<file path="config.mk">
export PLATFORM = sky130hd
export DESIGN_NAME = interval_timer_channel_top_flat
export DESIGN_NICKNAME = d
export VERILOG_FILES = /design/src/hdl/itc_pkg.sv /design/src/hdl/itc_if.sv /design/src/hdl/interval_timer_channel_top.sv /design/src/flat_wrapper.sv
export SDC_FILE = /design/constraint.sdc
export NUM_CORES = 1
export LEC_CHECK = 0
export CAP_MARGIN = 20
export CORE_UTILIZATION = 30
export CTS_BUF_LIST = sky130_fd_sc_hd__clkbuf_16
export DETAILED_ROUTE_END_ITERATION = 12
export DONT_BUFFER_PORTS = 1
export PLACE_DENSITY = 0.54
export REMOVE_ABC_BUFFERS = 1
export SKIP_LAST_GASP = 1
export SLEW_MARGIN = 10
export SYNTH_ARGS = -nofsm -noshare
export SYNTH_HDL_FRONTEND = slang
export SYNTH_SLANG_ARGS = --single-unit
</file>
<file path="constraint.sdc">
create_clock -name clk -period 9.47 [get_ports clk]
set_clock_uncertainty 0.2 [all_clocks]
set_input_delay 1.894 -clock clk [delete_from_list [all_inputs] [get_ports clk]]
set_output_delay 1.894 -clock clk [all_outputs]
set_load 0.1 [all_outputs]
</file>
<file path="src/hdl/itc_pkg.sv">
`timescale 1ns / 1ps
// ----------------------------------------------------------------------------
// Interval timer channel package
// Types, codes and helper functions shared by the timer channel files.
// ----------------------------------------------------------------------------
package itc_pkg;

    typedef logic [1:0]  cmd_t;
    typedef logic [7:0]  byte_t;
    typedef logic [15:0] count_t;
    typedef logic [1:0]  mode_t;
    typedef logic [1:0]  acc_t;

    localparam cmd_t CMD_TICK     = 2'd0;
    localparam cmd_t CMD_WR_CTRL  = 2'd1;
    localparam cmd_t CMD_WR_COUNT = 2'd2;
    localparam cmd_t CMD_RD_COUNT = 2'd3;

    localparam acc_t ACC_LATCH = 2'd0;
    localparam acc_t ACC_LO    = 2'd1;
    localparam acc_t ACC_HI    = 2'd2;
    localparam acc_t ACC_LOHI  = 2'd3;

    localparam mode_t MODE_ONESHOT = 2'd0;
    localparam mode_t MODE_RATE    = 2'd2;
    localparam mode_t MODE_SQUARE  = 2'd3;

    localparam count_t COUNT_ONE = 16'd1;
    localparam count_t COUNT_TWO = 16'd2;

    function automatic mode_t mode_decode(logic [2:0] m);
        mode_t r;
        unique case (m)
            3'd2, 3'd6: r = MODE_RATE;
            3'd3, 3'd7: r = MODE_SQUARE;
            default:    r = MODE_ONESHOT;
        endcase
        return r;
    endfunction

    // Count loaded at the start of a square-wave half period.
    function automatic count_t half_period_load(count_t n, logic level);
        count_t r;
        if (!n[0])
            r = n;
        else if (level)
            r = n + COUNT_ONE;
        else if (n == COUNT_ONE)
            r = COUNT_TWO;
        else
            r = n - COUNT_ONE;
        return r;
    endfunction

endpackage

</file>
<file path="src/hdl/itc_if.sv">
`timescale 1ns / 1ps
// ----------------------------------------------------------------------------
// Interval timer channel interfaces
// Request and response channels with a valid and ready handshake per beat.
// ----------------------------------------------------------------------------
interface itc_req_if import itc_pkg::*; ();
    logic  valid;
    logic  ready;
    cmd_t  cmd;
    byte_t data_byte;

    modport source(output valid, output cmd, output data_byte, input ready);
    modport sink(input valid, input cmd, input data_byte, output ready);
endinterface

interface itc_rsp_if import itc_pkg::*; ();
    logic   valid;
    logic   ready;
    byte_t  read_byte;
    logic   out_level;
    count_t current_count;

    modport source(output valid, output read_byte, output out_level,
                   output current_count, input ready);
    modport sink(input valid, input read_byte, input out_level,
                 input current_count, output ready);
endinterface

</file>
<file path="src/hdl/interval_timer_channel_top.sv">
`timescale 1ns / 1ps
// ----------------------------------------------------------------------------
// Interval timer channel
// One 8254-style counter channel driven by tick, command, write and read beats.
// ----------------------------------------------------------------------------
// Path: a request beat passes the input register, then the result register, to
// become a response beat; the channel state is updated in the same single pass.
// Throughput: one beat per cycle; the result register and the input register
// keep moving as long as the response side takes beats.
// Reset: asynchronous, active low; the counter is stopped at zero, OUT is high
// and access is low byte then high byte.
module interval_timer_channel_top import itc_pkg::*; (
    input  logic      clk,
    input  logic      rst_n,
    itc_req_if.sink   req,
    itc_rsp_if.source rsp
);

    logic   s1_valid_reg;
    cmd_t   s1_cmd_reg;
    byte_t  s1_data_reg;
    logic   s1_fire;

    logic   rsp_valid_reg;
    logic   rsp_valid_next;
    byte_t  rsp_read_byte_reg;
    logic   rsp_out_level_reg;
    count_t rsp_count_reg;

    count_t count_reg,       count_next;
    count_t reload_reg,      reload_next;
    mode_t  mode_reg,        mode_next;
    acc_t   access_kind_reg, access_kind_next;
    byte_t  low_pending_reg, low_pending_next;
    logic   write_toggle_reg, write_toggle_next;
    logic   read_toggle_reg,  read_toggle_next;
    count_t latched_reg,     latched_next;
    logic   latch_held_reg,  latch_held_next;
    logic   running_reg,     running_next;
    logic   out_pin_reg,     out_pin_next;

    byte_t  rd_byte;
    logic   do_load;
    count_t dec1;
    count_t rd_src;

    assign s1_fire   = s1_valid_reg && (!rsp_valid_reg || rsp.ready);
    assign req.ready = !s1_valid_reg || s1_fire;

    assign rsp.valid         = rsp_valid_reg;
    assign rsp.read_byte     = rsp_read_byte_reg;
    assign rsp.out_level     = rsp_out_level_reg;
    assign rsp.current_count = rsp_count_reg;

    assign dec1   = count_reg - COUNT_ONE;
    assign rd_src = latch_held_reg ? latched_reg : count_reg;

    always_comb
    begin
        count_next        = count_reg;
        reload_next       = reload_reg;
        mode_next         = mode_reg;
        access_kind_next  = access_kind_reg;
        low_pending_next  = low_pending_reg;
        write_toggle_next = write_toggle_reg;
        read_toggle_next  = read_toggle_reg;
        latched_next      = latched_reg;
        latch_held_next   = latch_held_reg;
        running_next      = running_reg;
        out_pin_next      = out_pin_reg;
        rd_byte           = '0;
        do_load           = 1'b0;

        unique case (s1_cmd_reg)
            CMD_TICK:
            begin
                if (running_reg)
                begin
                    if (mode_reg == MODE_RATE)
                    begin
                        if (count_reg == COUNT_ONE)
                        begin
                            count_next   = reload_reg;
                            out_pin_next = 1'b1;
                        end
                        else
                        begin
                            count_next = dec1;
                            if (dec1 == COUNT_ONE)
                                out_pin_next = 1'b0;
                        end
                    end
                    else if (mode_reg == MODE_SQUARE)
                    begin
                        if (count_reg == COUNT_TWO)
                        begin
                            out_pin_next = !out_pin_reg;
                            count_next   = half_period_load(reload_reg, !out_pin_reg);
                        end
                        else
                            count_next = count_reg - COUNT_TWO;
                    end
                    else
                    begin
                        count_next = dec1;
                        if (dec1 == '0)
                            out_pin_next = 1'b1;
                    end
                end
            end
            CMD_WR_CTRL:
            begin
                if (s1_data_reg[7:6] == 2'b00)
                begin
                    if (s1_data_reg[5:4] == ACC_LATCH)
                    begin
                        if (!latch_held_reg)
                        begin
                            latched_next    = count_reg;
                            latch_held_next = 1'b1;
                        end
                    end
                    else
                    begin
                        mode_next         = mode_decode(s1_data_reg[3:1]);
                        access_kind_next  = s1_data_reg[5:4];
                        write_toggle_next = 1'b0;
                        read_toggle_next  = 1'b0;
                        latch_held_next   = 1'b0;
                        running_next      = 1'b0;
                        out_pin_next      = (mode_next != MODE_ONESHOT);
                    end
                end
            end
            CMD_WR_COUNT:
            begin
                if (access_kind_reg == ACC_LO)
                begin
                    reload_next = {8'd0, s1_data_reg};
                    do_load     = 1'b1;
                end
                else if (access_kind_reg == ACC_HI)
                begin
                    reload_next = {s1_data_reg, 8'd0};
                    do_load     = 1'b1;
                end
                else if (!write_toggle_reg)
                begin
                    low_pending_next  = s1_data_reg;
                    write_toggle_next = 1'b1;
                    if (mode_reg != MODE_RATE && mode_reg != MODE_SQUARE)
                        running_next = 1'b0;
                end
                else
                begin
                    reload_next       = {s1_data_reg, low_pending_reg};
                    write_toggle_next = 1'b0;
                    do_load           = 1'b1;
                end
            end
            CMD_RD_COUNT:
            begin
                if (access_kind_reg == ACC_LO)
                begin
                    latch_held_next = 1'b0;
                    rd_byte         = rd_src[7:0];
                end
                else if (access_kind_reg == ACC_HI)
                begin
                    latch_held_next = 1'b0;
                    rd_byte         = rd_src[15:8];
                end
                else if (!read_toggle_reg)
                begin
                    read_toggle_next = 1'b1;
                    rd_byte          = rd_src[7:0];
                end
                else
                begin
                    read_toggle_next = 1'b0;
                    latch_held_next  = 1'b0;
                    rd_byte          = rd_src[15:8];
                end
            end
            default:
            begin
            end
        endcase

        if (do_load)
        begin
            if (mode_reg == MODE_RATE || mode_reg == MODE_SQUARE)
            begin
                if (!running_reg)
                begin
                    out_pin_next = 1'b1;
                    count_next   = (mode_reg == MODE_SQUARE) ?
                                   half_period_load(reload_next, 1'b1) : reload_next;
                    running_next = 1'b1;
                end
            end
            else
            begin
                count_next   = reload_next;
                out_pin_next = 1'b0;
                running_next = 1'b1;
            end
        end
    end

    always_comb
    begin
        if (s1_fire)
            rsp_valid_next = 1'b1;
        else if (rsp.ready)
            rsp_valid_next = 1'b0;
        else
            rsp_valid_next = rsp_valid_reg;
    end

    always_ff @(posedge clk or negedge rst_n)
    begin
        if (!rst_n)
        begin
            s1_valid_reg     <= 1'b0;
            rsp_valid_reg    <= 1'b0;
            count_reg        <= '0;
            reload_reg       <= '0;
            mode_reg         <= MODE_ONESHOT;
            access_kind_reg  <= ACC_LOHI;
            low_pending_reg  <= '0;
            write_toggle_reg <= 1'b0;
            read_toggle_reg  <= 1'b0;
            latched_reg      <= '0;
            latch_held_reg   <= 1'b0;
            running_reg      <= 1'b0;
            out_pin_reg      <= 1'b1;
        end
        else
        begin
            rsp_valid_reg <= rsp_valid_next;
            if (req.ready)
                s1_valid_reg <= req.valid;
            if (s1_fire)
            begin
                count_reg        <= count_next;
                reload_reg       <= reload_next;
                mode_reg         <= mode_next;
                access_kind_reg  <= access_kind_next;
                low_pending_reg  <= low_pending_next;
                write_toggle_reg <= write_toggle_next;
                read_toggle_reg  <= read_toggle_next;
                latched_reg      <= latched_next;
                latch_held_reg   <= latch_held_next;
                running_reg      <= running_next;
                out_pin_reg      <= out_pin_next;
            end
        end
    end

    always_ff @(posedge clk)
    begin
        if (req.ready && req.valid)
        begin
            s1_cmd_reg  <= req.cmd;
            s1_data_reg <= req.data_byte;
        end
        if (s1_fire)
        begin
            rsp_read_byte_reg <= rd_byte;
            rsp_out_level_reg <= out_pin_next;
            rsp_count_reg     <= count_next;
        end
    end

    a_read_byte_zero: assert property (@(posedge clk) disable iff (!rst_n)
        (s1_fire && s1_cmd_reg != CMD_RD_COUNT) |=> (rsp_read_byte_reg == '0))
        else $error("read_byte not zero for a beat that is not a read");

    a_idle_tick: assert property (@(posedge clk) disable iff (!rst_n)
        (s1_fire && s1_cmd_reg == CMD_TICK && !running_reg) |=> $stable(count_reg))
        else $error("count moved on a tick while stopped");

    a_split_access: assert property (@(posedge clk) disable iff (!rst_n)
        (write_toggle_reg || read_toggle_reg) |-> (access_kind_reg == ACC_LOHI))
        else $error("byte flip-flop set outside low then high access");

    a_resp_matches: assert property (@(posedge clk) disable iff (!rst_n)
        s1_fire |=> (rsp_count_reg == count_reg && rsp_out_level_reg == out_pin_reg))
        else $error("response beat disagrees with the channel state");

endmodule

</file>
<file path="src/flat_wrapper.sv">
// flat-port wrapper written by rule: the top's interface ports become plain ports
module interval_timer_channel_top_flat import itc_pkg::*;
  (clk, rst_n, req_valid, req_cmd, req_data_byte, req_ready, rsp_valid, rsp_read_byte, rsp_out_level, rsp_current_count, rsp_ready);
  itc_req_if req_i ();
  itc_rsp_if rsp_i ();
  input  logic clk;
  input  logic rst_n;
  input wire logic [$bits(req_i.valid)-1:0] req_valid;
  input wire logic [$bits(req_i.cmd)-1:0] req_cmd;
  input wire logic [$bits(req_i.data_byte)-1:0] req_data_byte;
  output wire logic [$bits(req_i.ready)-1:0] req_ready;
  output wire logic [$bits(rsp_i.valid)-1:0] rsp_valid;
  output wire logic [$bits(rsp_i.read_byte)-1:0] rsp_read_byte;
  output wire logic [$bits(rsp_i.out_level)-1:0] rsp_out_level;
  output wire logic [$bits(rsp_i.current_count)-1:0] rsp_current_count;
  input wire logic [$bits(rsp_i.ready)-1:0] rsp_ready;
  assign req_i.valid = req_valid;
  assign req_i.cmd = req_cmd;
  assign req_i.data_byte = req_data_byte;
  assign req_ready = req_i.ready;
  assign rsp_valid = rsp_i.valid;
  assign rsp_read_byte = rsp_i.read_byte;
  assign rsp_out_level = rsp_i.out_level;
  assign rsp_current_count = rsp_i.current_count;
  assign rsp_i.ready = rsp_ready;
  interval_timer_channel_top u_core (.clk(clk), .rst_n(rst_n), .req(req_i), .rsp(rsp_i));
endmodule
</file>
==> results.rst <==
.. list-table::
   :header-rows: 1

   * - Metric
     - Value
   * - Number of buffers added on ports
     - 0
   * - Endpoint type of the worst setup path
     - primary output
   * - Gate power share
     - 0.397
   * - Maximum number of buffers from clock root to sink
     - 2
   * - Clock Latency Late Sink
     - roughly 0.36 ns
   * - Floorplan die width
     - roughly 160 µm
   * - Final setup vio count
     - 0
   * - Worst Setup Path Type
     - in -> out
   * - Number of antenna violations at the first check in global routing
     - 0
   * - Area inside the core boundary
     - 0.0229 mm²
   * - # rows
     - 55
   * - Placement Setup Slack
     - 4.64 ns
   * - Number of flops mapped to enable cells by yosys
     - 35
   * - Setup repair after global routing missed its margin
     - false
   * - Slowest stage delay, CP
     - just over 0.8 ns
   * - Critical path data required time
     - between 7 and 8 ns
   * - Start of the worst register-to-register path
     - u_core.access_kind_reg[1]$_DFFE_PN1P_
   * - Area growth, synth to finish
     - 6.59%
   * - Sw frac
     - 0.500
   * - CTS tree
     - built
   * - Highest clock frequency the design can meet
     - between 200 and 250 MHz
   * - CP Launch Type
     - primary input
   * - Crit share post-route
     - 0.509
   * - Total power draw
     - 2.42 mW
   * - Fin nets
     - roughly 750
   * - Post-layout minimum cycle time
     - around 4.8 ns
   * - First-pass GRT wire length
     - between 30 and 40 mm
   * - Maximum ir drop on the vdd rail
     - 0.106 mV
   * - First DRT Iteration DRCs
     - about 700
   * - Final Hold Viols
     - 0
   * - Final RePlAce weighted congestion
     - between 0.9 and 1
   * - Die area
     - ~0.024 mm²
   * - Total Wirelength
     - between 20 and 25 mm
   * - Sum of negative setup slack
     - 0 ns
   * - Proportion of power drawn by the clock network
     - 0.152
   * - Count of placed standard cells including taps
     - ~1000
   * - Cell Pwr Density
     - between 300 and 400 mW/mm²
   * - Crit path max fanout
     - 3
   * - Count of yosys warnings during synthesis
     - 0
   * - Total congestion overflow after global routing
     - 0
   * - Wire length per cell after detailed routing
     - 21.1 µm
   * - Number of library cell types mapped by synthesis
     - 78
   * - Fill cell instance count of the final layout
     - approximately 2400
   * - Initial Utilization
     - 0.311
   * - Hold Crit Class
     - reg -> reg
   * - Series of cell instances along the critical path
     - nand3b_1
   * - Outcome
     - finished, final reports clean
   * - Post-synthesis instance total
     - about 770
   * - Post-detailed-placement half-perimeter wirelength
     - about 16 mm
   * - Mean area per synthesized cell
     - between 9 and 10 µm²
   * - Main synth FF type
     - sky130_fd_sc_hd__dfrtp_1
   * - CP top delay family
     - simple AND/OR/NAND/NOR gates
   * - Pin count of the biggest net entering global routing
     - a little under 70
   * - Residual DRC count
     - 0
   * - Max Cap Viol
     - 0
   * - Switching Power
     - roughly 1.2 mW
   * - Pleak
     - approximately 2.7 nW
   * - Clock tree root buffer cell
     - sky130_fd_sc_hd__clkbuf_16
   * - Clock buffer count from CTS
     - 9
   * - FFs w/ async S/R, synth
     - 0.657
   * - Sequential cell fraction of total power
     - 0.451
   * - Tightest Pin Transition
     - around 1.1 ns
   * - Fraction of layout cells with a size suffix above 1
     - 0.119
   * - Leading cell type in the layout, fill and taps excluded
     - sky130_fd_sc_hd__nand2_1
   * - Num Clock Sinks
     - approximately 100
   * - Max-slew headroom
     - 0.268
   * - Buf/Inv on CP
     - 0
   * - Vias in the first global route
     - 5698
   * - Post-Synthesis Cell Area
     - between 0.007 and 0.008 mm²
   * - Internal power consumption
     - roughly 1.2 mW
   * - Ratio of routed vias to standard cells
     - between 5 and 6
   * - PnR worst setup slack
     - between 4 and 5 ns
   * - Detailed-routing iteration count for the pre-antenna-repair pass
     - 5
   * - Number of routed nets with antenna violations
     - 0
   * - Die Ht
     - 156 µm
   * - Clk pin slew, worst setup/hold paths
     - 0.07 ns
   * - DR vias
     - between 6000 and 7000
   * - Post-Layout Cell Count
     - between 1000 and 1500
   * - GRT Resource Usage Total
     - 0.187
   * - Hold_buf cts
     - 0
   * - H-tree Lvls
     - 3
   * - Startpoint of the worst setup timing path
     - rsp_ready
   * - Critical Path AT
     - 2.73 ns
   * - PostCTS Resize Cnt
     - 0
   * - Post-synthesis sequential element count
     - roughly 100
   * - Top library cells by usage in the layout, fill and taps aside
     - sky130_fd_sc_hd__nand2_1, sky130_fd_sc_hd__dfrtp_1, sky130_fd_sc_hd__o21ai_0, sky130_fd_sc_hd__nor2_1, sky130_fd_sc_hd__mux2_2
   * - Final antenna diode count
     - 0
   * - Slew Limit Fails
     - 0
   * - Setup bufs post-CTS
     - 0
   * - Cell at the slowest stage of the critical path
     - sky130_fd_sc_hd__nand3b_1
   * - I/O Pins
     - a little over 40
   * - Sequential share of the synthesized area
     - 0.384
   * - Startpoint of the lowest-slack hold path
     - u_core.low_pending_reg[4]$_DFFE_PN0P_
==> per-layer routing <==
metal | vias up | GRT usage | share of wire
met4 | 0 | 0.0756 | 0.032
met1 | 3016 | 0.265 | 0.46
met5 | - | 0 | 0
met3 | 58 | 0.0275 | 0.065
li1 | 2804 | - | -
met2 | 333 | 0.283 | 0.45
==> power groups by stage <==
stage	sequential (mW)	combinational (mW)	clock, mW
final	1.09	0.959	0.368
after global placement	1.09	0.938	0
after floorplan	0.960	0.719	0
after global routing	1.11	1.04	0.393
after detailed placement	1.09	0.938	0
after CTS	1.08	0.944	0.376
==> final timing paths <==
kind / end / slack, ns / cells past startpoint
hold reg to reg: u_core.low_pending_reg[4]$_DFFE_PN0P_ / 0.29 / 2
hold / removal: u_core.low_pending_reg[4]$_DFFE_PN0P_ / 0.29 / 2
max in group asynchronous: u_core.access_kind_reg[0]$_DFFE_PN1P_ / 7.85 / 0
setup / recovery: req_ready / 4.65 / 1
min in group asynchronous: u_core.s1_valid_reg$_DFFE_PN0N_ / 1.02 / 0
setup reg to reg: u_core.count_reg[10]$_DFFE_PN0P_ / 5.31 / 12
==> Yosys cell counts (all sizes together) (10+ instances only) <==
cell | count | share of area
a211oi | 10 | 0.011
a21oi | 29 | 0.021
and2 | 18 | 0.016
buf | 15 | 0.012
clkbuf | 49 | 0.026
dfrtp | 64 | 0.23
edfxtp | 35 | 0.15
ha | 13 | 0.023
inv | 22 | 0.012
mux2 | 38 | 0.060
nand2 | 80 | 0.042
nand2b | 13 | 0.012
nand3 | 24 | 0.017
nand4 | 12 | 0.011
nor2 | 49 | 0.026
nor3 | 15 | 0.011
nor4 | 18 | 0.018
o21ai | 56 | 0.039
o221ai | 10 | 0.012
o22ai | 18 | 0.017
xnor2 | 26 | 0.032
xor2 | 10 | 0.012
==> kinds of logic after synthesis <==
logic type | Yosys count | share of synthesized area
adder cells (fa/ha/maj) | 13 | 0.0229
flip-flops | 102 | 0.384
XOR/XNOR | 36 | 0.0443
multiplexers | 50 | 0.0911
AO/OA/AOI/OAI | 211 | 0.209
AND/OR/NAND/NOR | 274 | 0.199
buffers and inverters | 86 | 0.0494
==> cell type report <==
type,instances,area [µm²],share of cell area
flip-flops and latches,102,2730,0.360
inverters,22,82.6,0.0109
multi-input cells,584,4040,0.532
repair buffers,7,52.6,0.00693
well taps,313,392,0.0516
clock buffers,9,225,0.0297
clock inverters,7,63.8,0.00841
==> stage by stage <==
stage | area [µm²] | util | hold slack (ns)
5_1_grt | 7580 | 0.331 | 0.308
2_1_floorplan | 6850 | - | 0.250
3_5_place_dp | 7300 | 0.318 | 0.280
3_3_place_gp | 7300 | 0.318 | 0.263
6_report | 7580 | 0.331 | 0.295
4_1_cts | 7580 | 0.331 | 0.300
(Power assumes the default switching activity.)
